**config.mk**
```make
export PLATFORM = sky130hd
export DESIGN_NAME = goldbach_min_prime_split
export DESIGN_NICKNAME = d
export VERILOG_FILES = /design/src/sv/gb_pkg.sv /design/src/sv/goldbach_min_prime_split.sv
export SDC_FILE = /design/constraint.sdc
export NUM_CORES = 1
export LEC_CHECK = 0
export BUFFER_PORTS_ARGS = -buffer_cell sky130_fd_sc_hd__buf_2
export CORE_UTILIZATION = 34
export CTS_CLUSTER_SIZE = 20
export DETAILED_ROUTE_END_ITERATION = 12
export MAX_ROUTING_LAYER = met4
export PLACE_DENSITY = 0.49
export SYNTH_ARGS = -nofsm -noshare
export SYNTH_HDL_FRONTEND = slang
export SYNTH_SLANG_ARGS = --single-unit
export TNS_END_PERCENT = 30
```
**constraint.sdc**
```tcl
create_clock -name clock -period 7.65 [get_ports clock]
set_input_delay 0.765 -clock clock [delete_from_list [all_inputs] [get_ports clock]]
set_output_delay 0.765 -clock clock [all_outputs]
set_load 0.01 [all_outputs]
```
**src/sv/gb_pkg.sv**
```systemverilog
`default_nettype none
package gb_pkg;
   localparam int WIDTH_DEF = 16;
   localparam int SMALL_W   = 15;
   localparam int LARGE_W   = 16;
endpackage
`default_nettype wire

```
**src/sv/goldbach_min_prime_split.sv**
```systemverilog
`default_nettype none
// goldbach_min_prime_split: primality flag and smallest-prime goldbach split
// of one unsigned number per word.
// request: req_number is taken at the clock edge where start is high and
// busy is low. busy stays high until the result has been issued.
// response: rsp_valid is high for exactly one cycle with the flag, the
// found bit and the two parts; the receiver cannot hold it off, and the
// next word may be started in that same cycle.
// steps: each primality test walks divisors d = 2, 3, ... while d*d <= v,
// with the square kept by running sums. every divisor runs through a
// bit-serial restoring remainder unit (one bit of v per cycle). a word
// costs one test of the number and, for even numbers of 4 or more, a test
// of p and, when p is prime, of n - p, for each candidate p = 2, 3, ...
// until the first split or until p passes n/2.
// reset: synchronous, active high; the block returns to idle, no response.
module goldbach_min_prime_split #(
   parameter int WIDTH = gb_pkg::WIDTH_DEF
) (
   input  wire logic                       clock,
   input  wire logic                       reset,
   input  wire logic                       start,
   output      logic                       busy,
   input  wire logic [WIDTH-1:0]           req_number,
   output      logic                       rsp_valid,
   output      logic                       rsp_number_is_prime,
   output      logic                       rsp_found,
   output      logic [gb_pkg::SMALL_W-1:0] rsp_small_part,
   output      logic [gb_pkg::LARGE_W-1:0] rsp_large_part
);
   import gb_pkg::*;

   localparam int CNT_W = $clog2(WIDTH);

   typedef enum logic [2:0] {
      ST_IDLE,
      ST_START,
      ST_SQ,
      ST_DIV,
      ST_CHK,
      ST_DONE
   } state_type;

   typedef enum logic [1:0] {
      PH_N,
      PH_P,
      PH_Q
   } phase_type;

   state_type        state_ff;
   phase_type        phase_ff;
   logic [WIDTH-1:0] n_ff;
   logic [WIDTH-1:0] p_ff;
   logic [WIDTH-1:0] v_ff;
   logic [WIDTH-1:0] d_ff;
   logic [WIDTH:0]   sq_ff;
   logic [WIDTH:0]   rem_ff;
   logic [WIDTH-1:0] sh_ff;
   logic [CNT_W-1:0] cnt_ff;
   logic             res_ff;
   logic             isp_ff;
   logic             rsp_valid_ff;
   logic             rsp_prime_ff;
   logic             rsp_found_ff;
   logic [WIDTH-1:0] rsp_p_ff;
   logic [WIDTH-1:0] rsp_q_ff;

   logic [WIDTH:0]      rem_sh;
   logic [WIDTH:0]      rem_in;
   logic [WIDTH-1:0]    p_next;
   logic [WIDTH-1:0]    q_val;
   logic [WIDTH+15:0]   p_ext;
   logic [WIDTH+15:0]   q_ext;

   // one restoring step per cycle
   always_comb begin
      rem_sh = {rem_ff[WIDTH-1:0], sh_ff[WIDTH-1]};
      if (rem_sh >= {1'b0, d_ff}) begin
         rem_in = rem_sh - {1'b0, d_ff};
      end else begin
         rem_in = rem_sh;
      end
   end

   assign p_next = p_ff + {{(WIDTH-1){1'b0}}, 1'b1};
   assign q_val  = n_ff - p_ff;

   always_ff @(posedge clock) begin
      if (reset) begin
         state_ff     <= ST_IDLE;
         phase_ff     <= PH_N;
         rsp_valid_ff <= 1'b0;
      end else begin
         rsp_valid_ff <= 1'b0;
         case (state_ff)
            ST_IDLE: begin
               if (start) begin
                  n_ff     <= req_number;
                  v_ff     <= req_number;
                  phase_ff <= PH_N;
                  state_ff <= ST_START;
               end
            end
            ST_START: begin
               if (v_ff < WIDTH'(2)) begin
                  res_ff   <= 1'b0;
                  state_ff <= ST_DONE;
               end else begin
                  d_ff     <= WIDTH'(2);
                  sq_ff    <= (WIDTH+1)'(4);
                  state_ff <= ST_SQ;
               end
            end
            ST_SQ: begin
               if (sq_ff > {1'b0, v_ff}) begin
                  res_ff   <= 1'b1;
                  state_ff <= ST_DONE;
               end else begin
                  sh_ff    <= v_ff;
                  rem_ff   <= '0;
                  cnt_ff   <= CNT_W'(WIDTH-1);
                  state_ff <= ST_DIV;
               end
            end
            ST_DIV: begin
               rem_ff <= rem_in;
               sh_ff  <= {sh_ff[WIDTH-2:0], 1'b0};
               cnt_ff <= cnt_ff - CNT_W'(1);
               if (cnt_ff == '0) begin
                  state_ff <= ST_CHK;
               end
            end
            ST_CHK: begin
               if (rem_ff == '0) begin
                  res_ff   <= 1'b0;
                  state_ff <= ST_DONE;
               end else begin
                  // (d+1)^2 = d^2 + 2d + 1
                  sq_ff    <= sq_ff + {d_ff, 1'b1};
                  d_ff     <= d_ff + WIDTH'(1);
                  state_ff <= ST_SQ;
               end
            end
            ST_DONE: begin
               case (phase_ff)
                  PH_N: begin
                     isp_ff <= res_ff;
                     if (n_ff >= WIDTH'(4) && !n_ff[0]) begin
                        p_ff     <= WIDTH'(2);
                        v_ff     <= WIDTH'(2);
                        phase_ff <= PH_P;
                        state_ff <= ST_START;
                     end else begin
                        rsp_valid_ff <= 1'b1;
                        rsp_prime_ff <= res_ff;
                        rsp_found_ff <= 1'b0;
                        rsp_p_ff     <= '0;
                        rsp_q_ff     <= '0;
                        state_ff     <= ST_IDLE;
                     end
                  end
                  PH_P, PH_Q: begin
                     if (res_ff && phase_ff == PH_P) begin
                        v_ff     <= q_val;
                        phase_ff <= PH_Q;
                        state_ff <= ST_START;
                     end else if (res_ff) begin
                        rsp_valid_ff <= 1'b1;
                        rsp_prime_ff <= isp_ff;
                        rsp_found_ff <= 1'b1;
                        rsp_p_ff     <= p_ff;
                        rsp_q_ff     <= q_val;
                        state_ff     <= ST_IDLE;
                     end else if (p_next > {1'b0, n_ff[WIDTH-1:1]}) begin
                        rsp_valid_ff <= 1'b1;
                        rsp_prime_ff <= isp_ff;
                        rsp_found_ff <= 1'b0;
                        rsp_p_ff     <= '0;
                        rsp_q_ff     <= '0;
                        state_ff     <= ST_IDLE;
                     end else begin
                        p_ff     <= p_next;
                        v_ff     <= p_next;
                        phase_ff <= PH_P;
                        state_ff <= ST_START;
                     end
                  end
                  default: begin
                     state_ff <= ST_IDLE;
                  end
               endcase
            end
            default: begin
               state_ff <= ST_IDLE;
            end
         endcase
      end
   end

   assign p_ext = {16'b0, rsp_p_ff};
   assign q_ext = {16'b0, rsp_q_ff};

   assign busy                = (state_ff != ST_IDLE);
   assign rsp_valid           = rsp_valid_ff;
   assign rsp_number_is_prime = rsp_prime_ff;
   assign rsp_found           = rsp_found_ff;
   assign rsp_small_part      = p_ext[SMALL_W-1:0];
   assign rsp_large_part      = q_ext[LARGE_W-1:0];

endmodule
`default_nettype wire

```
# Yosys cells after proc, flatten, opt, wreduce, memory -nomap -nowiden
# Cells that the tools add are included.
dict set report totals {
  out_inout_bits 35
  reg_bits 159
  wordCells 147
  ram_bits 0
  memories 0
  latch_bits 0
  in_bits 19
  romBits 0
}
dict set report op_classes {
  add_sub_neg 6
  n_reduce_logical 25
  mux 67
  shift 0
  n_mul 0
  n_div 0
  eq_ne 25
  bitwise_logic 2
  n_lt_le_gt_ge 5
}
# operator count
set op_table {}
lappend op_table {{$mux 16} 13}
lappend op_table {{$pmux 16 s2} 6}
lappend op_table {{$mux 17} 4}
lappend op_table {{$pmux 17 s2} 2}
lappend op_table {{$add 16x1->16 const B} 2}
lappend op_table {{$mux 15} 2}
lappend op_table {{$pmux 15 s2} 1}
lappend op_table {{$ne 2x2->1 const B} 13}
lappend op_table {{$mux 1} 19}
lappend op_table {{$pmux 3 s6} 1}
lappend op_table {{$add 17x17->17} 1}
lappend op_table {{$ge 17x16->1} 1}
lappend op_table {{$gt 17x16->1} 1}
lappend op_table {{$logic_not 17->1} 1}
lappend op_table {{$sub 17x16->17} 1}
lappend op_table {{$ge 16x3->1 const B} 1}
lappend op_table {{$gt 16x15->1} 1}
lappend op_table {{$lt 16x2->1 const B} 1}
lappend op_table {{$sub 16x16->16} 1}
lappend op_table {{$mux 3} 5}
lappend op_table {{$reduce_and 7->1} 2}
lappend op_table {{$reduce_and 6->1} 2}
lappend op_table {{$mux 2} 5}
lappend op_table {{$reduce_and 3->1} 3}
lappend op_table {{27 further kinds} 41}

# Longest topological paths before layout
# Gate-level depths: netlist of the first run.
dict set report logic_depth {
  word_depth 7
  depth_mapped 15
  depth_no_buf 15
}

# Least setup slack after synthesis of the first run
# OpenSTA, ideal clock, no wires.
dict set report synth_path {
  kind {reg-to-reg}
  startpoint {register v_ff[2]}
  endpoint {register cnt_ff[0], enable pin}
  synth_period_minus_slack_ns 4.680
  path_stages_with_launch 10
  setup_slack_ns 2.970
  n_path_buf 0
  t_required_ns 7.173
  arrival_ns 4.203
  setup_time_ns 0.477
  cell_sequence {edfxtp_1 inv_1 ha_1 a21o_1 a211o_1 a21oi_1 o31ai_1 o21ai_0 nor2_1 nor3_1}
}
dict set report synth_via {
  elab_chain_len 3
}
# item line
set synth_lines {}
lappend synth_lines {{from (decl)} goldbach_min_prime_split.sv:53} ;# logic [WIDTH-1:0] v_ff;
lappend synth_lines {{from (signal assigned)} goldbach_min_prime_split.sv:98} ;# v_ff <= req_number;
lappend synth_lines {{from (signal assigned)} goldbach_min_prime_split.sv:163} ;# v_ff <= q_val;
lappend synth_lines {{from (signal assigned)} goldbach_min_prime_split.sv:182} ;# v_ff <= p_next;
lappend synth_lines {{$gt 17x16->1} goldbach_min_prime_split.sv:114} ;# if (sq_ff > {1'b0, v_ff}) begin
lappend synth_lines {{$ne 2x2->1 (no line)} --}
lappend synth_lines {{$reduce_and 3->1 (no line)} --}
lappend synth_lines {{to (signal assigned)} goldbach_min_prime_split.sv:120} ;# cnt_ff <= CNT_W'(WIDTH-1);
lappend synth_lines {{to (signal assigned)} goldbach_min_prime_split.sv:127} ;# cnt_ff <= cnt_ff - CNT_W'(1);
lappend synth_lines {{to (decl)} goldbach_min_prime_split.sv:58} ;# logic [CNT_W-1:0] cnt_ff;
# Every way passes these cells.
# A chain may end at the register's enable or synchronous reset.

# Worst setup path after layout of the first run
dict set report layout_path {
  startpoint {register p_ff[0]}
  endpoint {register rsp_q_ff[8], in the netlist rsp_large_part[8], enable pin}
}
dict set report layout_via {
  elab_chain_len 4
}
# item line
set layout_lines {}
lappend layout_lines {{from (decl)} goldbach_min_prime_split.sv:52} ;# logic [WIDTH-1:0] p_ff;
lappend layout_lines {{from (signal assigned)} goldbach_min_prime_split.sv:181} ;# p_ff <= p_next;
lappend layout_lines {{$add 16x1->16} goldbach_min_prime_split.sv:84} ;# assign p_next = p_ff + {{(WIDTH-1){1'b0}}, 1'b1};
lappend layout_lines {{net p_next[10]} goldbach_min_prime_split.sv:69} ;# logic [WIDTH-1:0] p_next;
lappend layout_lines {{$gt 16x15->1} goldbach_min_prime_split.sv:173} ;# end else if (p_next > {1'b0, n_ff[WIDTH-1:1]}) begin
lappend layout_lines {{$ne 3x3->1 (no line)} --}
lappend layout_lines {{$reduce_and 6->1 (no line)} --}
lappend layout_lines {{to (signal assigned)} goldbach_min_prime_split.sv:171} ;# rsp_q_ff <= q_val;
lappend layout_lines {{to (decl)} goldbach_min_prime_split.sv:65} ;# logic [WIDTH-1:0] rsp_q_ff;
# The timed path passes the listed nets, and every way through them passes these cells.

==> results.sh, run 1 <==
export IMPL_setup_worst_path_end_class="flip-flop"
export IMPL_die_area_mm2=0.02996
export IMPL_drive_gt1_share_pct=10.27
export IMPL_design_area_mm2=0.01129
export IMPL_floorplan_core_area_mm2=0.02878
export IMPL_min_delay_path_class="in -> reg"
export IMPL_skew_ps=7.931
export IMPL_final_period_utilization_pct=53.58
export IMPL_number_of_port_buffers=53
export IMPL_global_route_overflow_total=0
export IMPL_fin_nets=1153
export IMPL_grt_max_degree=39
export IMPL_synth_enable_flop_cells=153
export IMPL_clkTransAtPathRegs_ps=70
export IMPL_cts_tree="yes"
export IMPL_post_route_drc_count=0
export IMPL_power_leakage_uw=0.004441
export IMPL_critPathSlowestCell="nor2_4"
export IMPL_syn_inst=993
export IMPL_avgViaCountPerCell=5.160
export IMPL_timing_critical_path_required_ps=7710
export IMPL_crit_chain="ha_1 -> nand2_1 -> nor2_1 -> nand4_1 -> xnor2_1 -> inv_1 -> ha_1 -> nand4_1 -> nor2_1 -> nand2_1 -> o21bai_1 -> a31oi_1 -> o31ai_1 -> nor2_4"
export IMPL_crit_buf_inv=1
export IMPL_drt_total_wl_um=25730
export IMPL_cpPeakStageDelay_ps=770
export IMPL_initialDrtViolationCount=501
export IMPL_wire_length_of_the_first_global_routing_pass_um=41140
export IMPL_peakVddDrop_mv=0.1546
export IMPL_cp_startpoint_kind="flip-flop"
export IMPL_outcome="finished clean"
export IMPL_floorplan_initialDensity_pct=34.58
export IMPL_antenna_violations_before_repair=0
export IMPL_area_growth_synth_to_final_pct=13.40
export IMPL_final_hold_violation_count=0
export IMPL_timing_final_setup_violations=0
export IMPL_routabilityCongestion=0.8764
export IMPL_dr_pass1_iters=4
export IMPL_clockRootBuffer="clkbuf_16"
export IMPL_post_synth_top_area_fraction_pct=46.17
export IMPL_antenna_violating_nets_left=0
export IMPL_syn_num_nets=1098
export IMPL_timing_final_ws_setup_ps=3551
export IMPL_placed_cells_incl_taps=1413
export IMPL_track_usage_pct=18.24
export IMPL_critPathTopFamily="simple AND/OR/NAND/NOR gates"
export IMPL_antennaDiodeCount=0
export IMPL_sink_count_of_the_clock_tree=159
export IMPL_core_rowCount=62
export IMPL_cap_viol_max_count=0
export IMPL_wl_per_cell_um=17.80
export IMPL_dpl_cell_area_mm2=0.01068
export IMPL_synth_cell_type_count=66
export IMPL_synth_flop_cell="edfxtp_1"
export IMPL_crit_path_max_fanout=33
export IMPL_netlist_area_mm2=0.009952
export IMPL_ctsHtreeMaxLevel=4
export IMPL_synthesis_yosys_warnings=0
export IMPL_fmax_mhz=244.0
export IMPL_clock_tree_buffer_depth=2
export IMPL_cts_hold_buffers_added=0
export IMPL_final_max_slew_viol_count=0
export IMPL_post_layout_nonfiller_instances=1445
export IMPL_accumulated_negative_setup_slack_ps=0
export IMPL_slew_headroom_pct=23.24
export IMPL_timing_critical_path_arrival_ps=4160
export IMPL_die_w_um=173.1
export IMPL_layout_cells_most_common_list="edfxtp_1 (153), nor2_1 (117), inv_1 (92)"
export IMPL_worstMarginPinSlew_ps=1147
export IMPL_worst_skew_pair_late_latency_ps=430
export IMPL_die_height_um=173.1
export IMPL_power_density_mw_per_mm2=219.1
export IMPL_synth_top_cells_by_area="edfxtp_1 (46%), ha_1 (10%), nor2_1 (4.5%), xnor2_1 (3.9%), inv_1 (3.5%)"
export IMPL_yosysSeqAreaShare_pct=47.37
export IMPL_dr_total_vias=7456
export IMPL_ys_seq_elements=159
export IMPL_ios=54
export IMPL_numCtsBuffers=17
export IMPL_place_ws_ps=3525
export IMPL_yosys_area_top_type="edfxtp_1"
export IMPL_cts_setup_buffers=0
export IMPL_mostFrequentLayoutCell="edfxtp_1"
export IMPL_grt_pass1_vias=7227
export IMPL_dpl_hpwl_um=19290
export IMPL_timing_final_crit_period_ps=4099
export IMPL_async_flop_share_pct=0
export IMPL_path_class="reg -> reg"
export IMPL_postSynthAreaPerCell_um2=10.02
export IMPL_cts_resized=0
export IMPL_r2r_slack_ps=3550
export IMPL_rsz_0062_raised_after_global_routing="false"
-- power breakdown --
part           switching, uW  internal (uW)
registers               55.6           1030
clock network            391            492
logic                    306            203
-- cells in the mapped netlist, drive strengths merged, types with 14 or more instances --
library cell,number
nand3,25
a211oi,14
xor2,15
inv,93
edfxtp,153
xnor2,44
nor3,24
nor2,120
a21oi,42
o21ai,62
and2,18
nand2,68
a21o,19
ha,83
nor4,16
clkbuf,22
-- worst paths after layout --
path,start,endpoint,depth (start not counted)
max,p_ff[0]$_SDFFCE_PP0P_,rsp_large_part[8]$_SDFFCE_PN0P_,14
min reg2reg,sh_ff[1]$_DFFE_PP_,sh_ff[2]$_DFFE_PP_,2
min,req_number[3],n_ff[3]$_DFFE_PP_,1
max reg2reg,p_ff[0]$_SDFFCE_PP0P_,rsp_large_part[8]$_SDFFCE_PN0P_,14
-- state kept, by name (all words and copies together) (netlist names) --
register,flops
sq_ff,17
rsp_found,1
n_ff,16
res_ff,1
sh_ff,16
rem_ff,17
rsp_large_part,16
v_ff,16
phase_ff,2
rsp_valid,1
state_ff,3
cnt_ff,4
p_ff,16
d_ff,16
rsp_number_is_prime,1
isp_ff,1
rsp_p_ff,15
-- through the flow --
stage,hold WS [ps],utilization (%),total power (uW)
final,520.5,39.21,2472
after detailed placement,510.0,37.12,1610
after CTS,504.4,39.21,2500
after global placement,501.0,37.12,1610
after global routing,509.0,39.21,2605
after floorplan,487.3,-,1466
-- per-layer routing --
metal / part of all wire (%) / global-route usage [%]
met5: 0 / -
met4: 0.79 / 3.982
met3: 4.4 / 2.726
met2: 42 / 25.45
met1: 53 / 27.50
-- kinds of logic after synthesis --
kind of cell | count (synthesis) | share of synthesized area [%]
flops | 159 | 47.37
fa+ha+maj | 86 | 11.04
mux | 8 | 0.8172
compound gates | 217 | 14.41
simple gates | 344 | 16.60
xor+xnor | 59 | 5.192
buf+inv | 120 | 4.576
-- final cells by class --
cell class                 count  area (um2)
timing repair buffer          62       332.8
tap                          384       480.5
clock buffer                  17       425.4
inverter                      94       352.8
sequential                   159        4715
fill                        2884       17490
clock inverter                15       177.7
multi-input combinational    714        4802
(Power assumes the default switching activity.)
==> run 2: changes to the inputs <==
==> constraint.sdc (replaced) <==
create_clock -name clock -period 4 [get_ports clock]
set_input_delay 0.4 -clock clock [delete_from_list [all_inputs] [get_ports clock]]
set_output_delay 0.4 -clock clock [all_outputs]
set_load 0.01 [all_outputs]
==> run 2 against run 1 <==
Effect of this change: setup slack lost 3200 ps; clock power grew 96%; non-clock buffer count grew 12; core utilization grew 0.45 points; first-iteration DRC count grew 8.6%; combinational power grew 94%; register-to-register slack lost 3200 ps; final area grew 1.2%; critical path type unchanged; critical endpoint is now p_ff[9]$_SDFFCE_PP0P_; largest power group unchanged; highest routed layer unchanged.
==> results.sh, run 2 (synthesis gave the netlist of run 1 again) <==
export IMPL_clockRootBuffer="clkbuf_16"
export IMPL_die_height_um=173.1
export IMPL_post_route_drc_count=0
export IMPL_crit_buf_inv=1
export IMPL_antenna_violating_nets_left=0
export IMPL_track_usage_pct=18.33
export IMPL_sink_count_of_the_clock_tree=159
export IMPL_number_of_port_buffers=53
export IMPL_skew_ps=10.88
export IMPL_drive_gt1_share_pct=11.36
export IMPL_r2r_slack_ps=310
export IMPL_clkTransAtPathRegs_ps=70
export IMPL_dr_total_vias=7500
export IMPL_layout_cells_most_common_list="edfxtp_1 (153), nor2_1 (117), inv_1 (92)"
export IMPL_wire_length_of_the_first_global_routing_pass_um=41080
export IMPL_cts_hold_buffers_added=0
export IMPL_die_area_mm2=0.02996
export IMPL_grt_max_degree=36
export IMPL_setup_worst_path_end_class="flip-flop"
export IMPL_dpl_hpwl_um=19420
export IMPL_grt_pass1_vias=7376
export IMPL_timing_critical_path_required_ps=4140
export IMPL_rsz_0062_raised_after_global_routing="false"
export IMPL_cp_startpoint_kind="flip-flop"
export IMPL_power_leakage_uw=0.004516
export IMPL_cts_setup_buffers=0
export IMPL_pwr_share_seq_pct=43.3
export IMPL_final_period_utilization_pct=92.23
export IMPL_clock_tree_buffer_depth=2
export IMPL_power_share_combinational_pct=20.6
export IMPL_timing_critical_path_arrival_ps=3830
export IMPL_fmax_mhz=271.1
export IMPL_internal_power_uw=3346
export IMPL_critPathTopFamily="simple AND/OR/NAND/NOR gates"
export IMPL_drt_total_wl_um=26000
export IMPL_wl_per_cell_um=17.83
export IMPL_numCtsBuffers=17
export IMPL_power_density_mw_per_mm2=419.1
export IMPL_path_class="reg -> reg"
export IMPL_cap_viol_max_count=0
export IMPL_worstMarginPinSlew_ps=917.2
export IMPL_floorplan_initialDensity_pct=34.58
export IMPL_die_w_um=173.1
export IMPL_timing_final_crit_period_ps=3689
export IMPL_cpPeakStageDelay_ps=380
export IMPL_ios=54
export IMPL_outcome="finished clean"
export IMPL_timing_final_setup_violations=0
export IMPL_design_area_mm2=0.01142
export IMPL_slew_headroom_pct=38.63
export IMPL_final_max_slew_viol_count=0
export IMPL_final_util_pct=39.67
export IMPL_crit_path_max_fanout=16
export IMPL_antenna_violations_before_repair=0
export IMPL_antennaDiodeCount=0
export IMPL_fin_nets=1166
export IMPL_dpl_cell_area_mm2=0.01079
export IMPL_clock_power_share_pct=36.1
export IMPL_ctsHtreeMaxLevel=4
export IMPL_area_growth_synth_to_final_pct=14.71
export IMPL_final_hold_violation_count=0
export IMPL_worst_skew_pair_late_latency_ps=430
export IMPL_net_switching_component_of_the_power_uw=1438
export IMPL_crit_chain="and4_1 -> nand4_1 -> nor3_2 -> xnor2_1 -> ha_1 -> a21o_1 -> a21o_1 -> a211oi_1 -> o21a_1 -> a31oi_1 -> nand2b_1 -> o21a_1 -> nor3_2 -> buf_12"
export IMPL_routabilityCongestion=0.9054
export IMPL_critPathSlowestCell="edfxtp_1"
export IMPL_mostFrequentLayoutCell="edfxtp_1"
export IMPL_global_route_overflow_total=0
export IMPL_floorplan_core_area_mm2=0.02878
export IMPL_avgViaCountPerCell=5.144
export IMPL_initialDrtViolationCount=544
export IMPL_top_regs="rem_ff x17, sq_ff x17"
export IMPL_cts_tree="yes"
export IMPL_min_delay_path_class="in -> reg"
export IMPL_dr_pass1_iters=5
export IMPL_peakVddDrop_mv=0.3172
export IMPL_core_rowCount=62
export IMPL_power_share_switching_pct=30.06
run 2: cell count changes in the layout (fill, tap and decap cells not counted), sizes merged:
cell	change
buf	+12
inv	-2
bufinv	+1
clkinv	+1
nor2	+1
run 2: timing repair:
action                     CTS  global route
setup endpoints to repair    0            49
gates resized for setup      0             2
hold endpoints to repair     0             0
run 2: worst paths after layout:
check,startpoint,endpoint,cells after the start
setup / recovery,p_ff[3]$_SDFFCE_PP0P_,p_ff[9]$_SDFFCE_PP0P_,14
hold reg to reg,sh_ff[9]$_DFFE_PP_,sh_ff[10]$_DFFE_PP_,2
setup reg to reg,p_ff[3]$_SDFFCE_PP0P_,p_ff[9]$_SDFFCE_PP0P_,14
hold / removal,req_number[4],n_ff[4]$_DFFE_PP_,1
run 2: power by group through the flow:
stage,Sequential [uW],Combinational (uW),Clock (uW)
2_1_floorplan,2050,750,0
3_3_place_gp,2110,980,0
3_5_place_dp,2110,981,0
4_1_cts,2070,989,1760
5_1_grt,2080,1120,1820
6_report,2070,987,1730
run 2: worst reg2reg max path: cells and delay by family (launching register included):
family                     cells  cell delay [ps]
buffers and inverters          1              200
and+or+nand+nor                5             1180
AOI/OAI and AO/OA              6             1140
xor gates and xnor gates       1              200
DFF                            1              380
adders and majority gates      1              300
run 2: per-stage QoR:
stage          hold slack (ps)  power [uW]  setup slack (ps)  TNS (ps)  cells
6_report                 151.7        4784             310.9         0   1458
3_3_place_gp             500.0        3087             154.5         0   1425
2_1_floorplan            487.5        2803            -208.8     -9928    993
3_5_place_dp             508.1        3087             138.4         0   1425
5_1_grt                  142.3        5016             44.25         0   1458
4_1_cts                  136.2        4820             119.1         0   1457
run 2: layout make-up:
cell class                 instances  area, um2
fill                            2875      17360
multi-input combinational        715       4825
sequential                       159       4715
tap                              384      480.5
timing repair buffer              74      435.4
clock buffer                      17      425.4
inverter                          94      352.8
clock inverter                    15      182.7
run 2: routing by layer:
layer	vias to the layer above	GRT usage (%)	wire length, um
met4	0	5.199	382
li1	3746	-	-
met2	164	25.74	10770
met3	32	2.968	1188
met5	-	-	0
met1	3558	26.93	13660
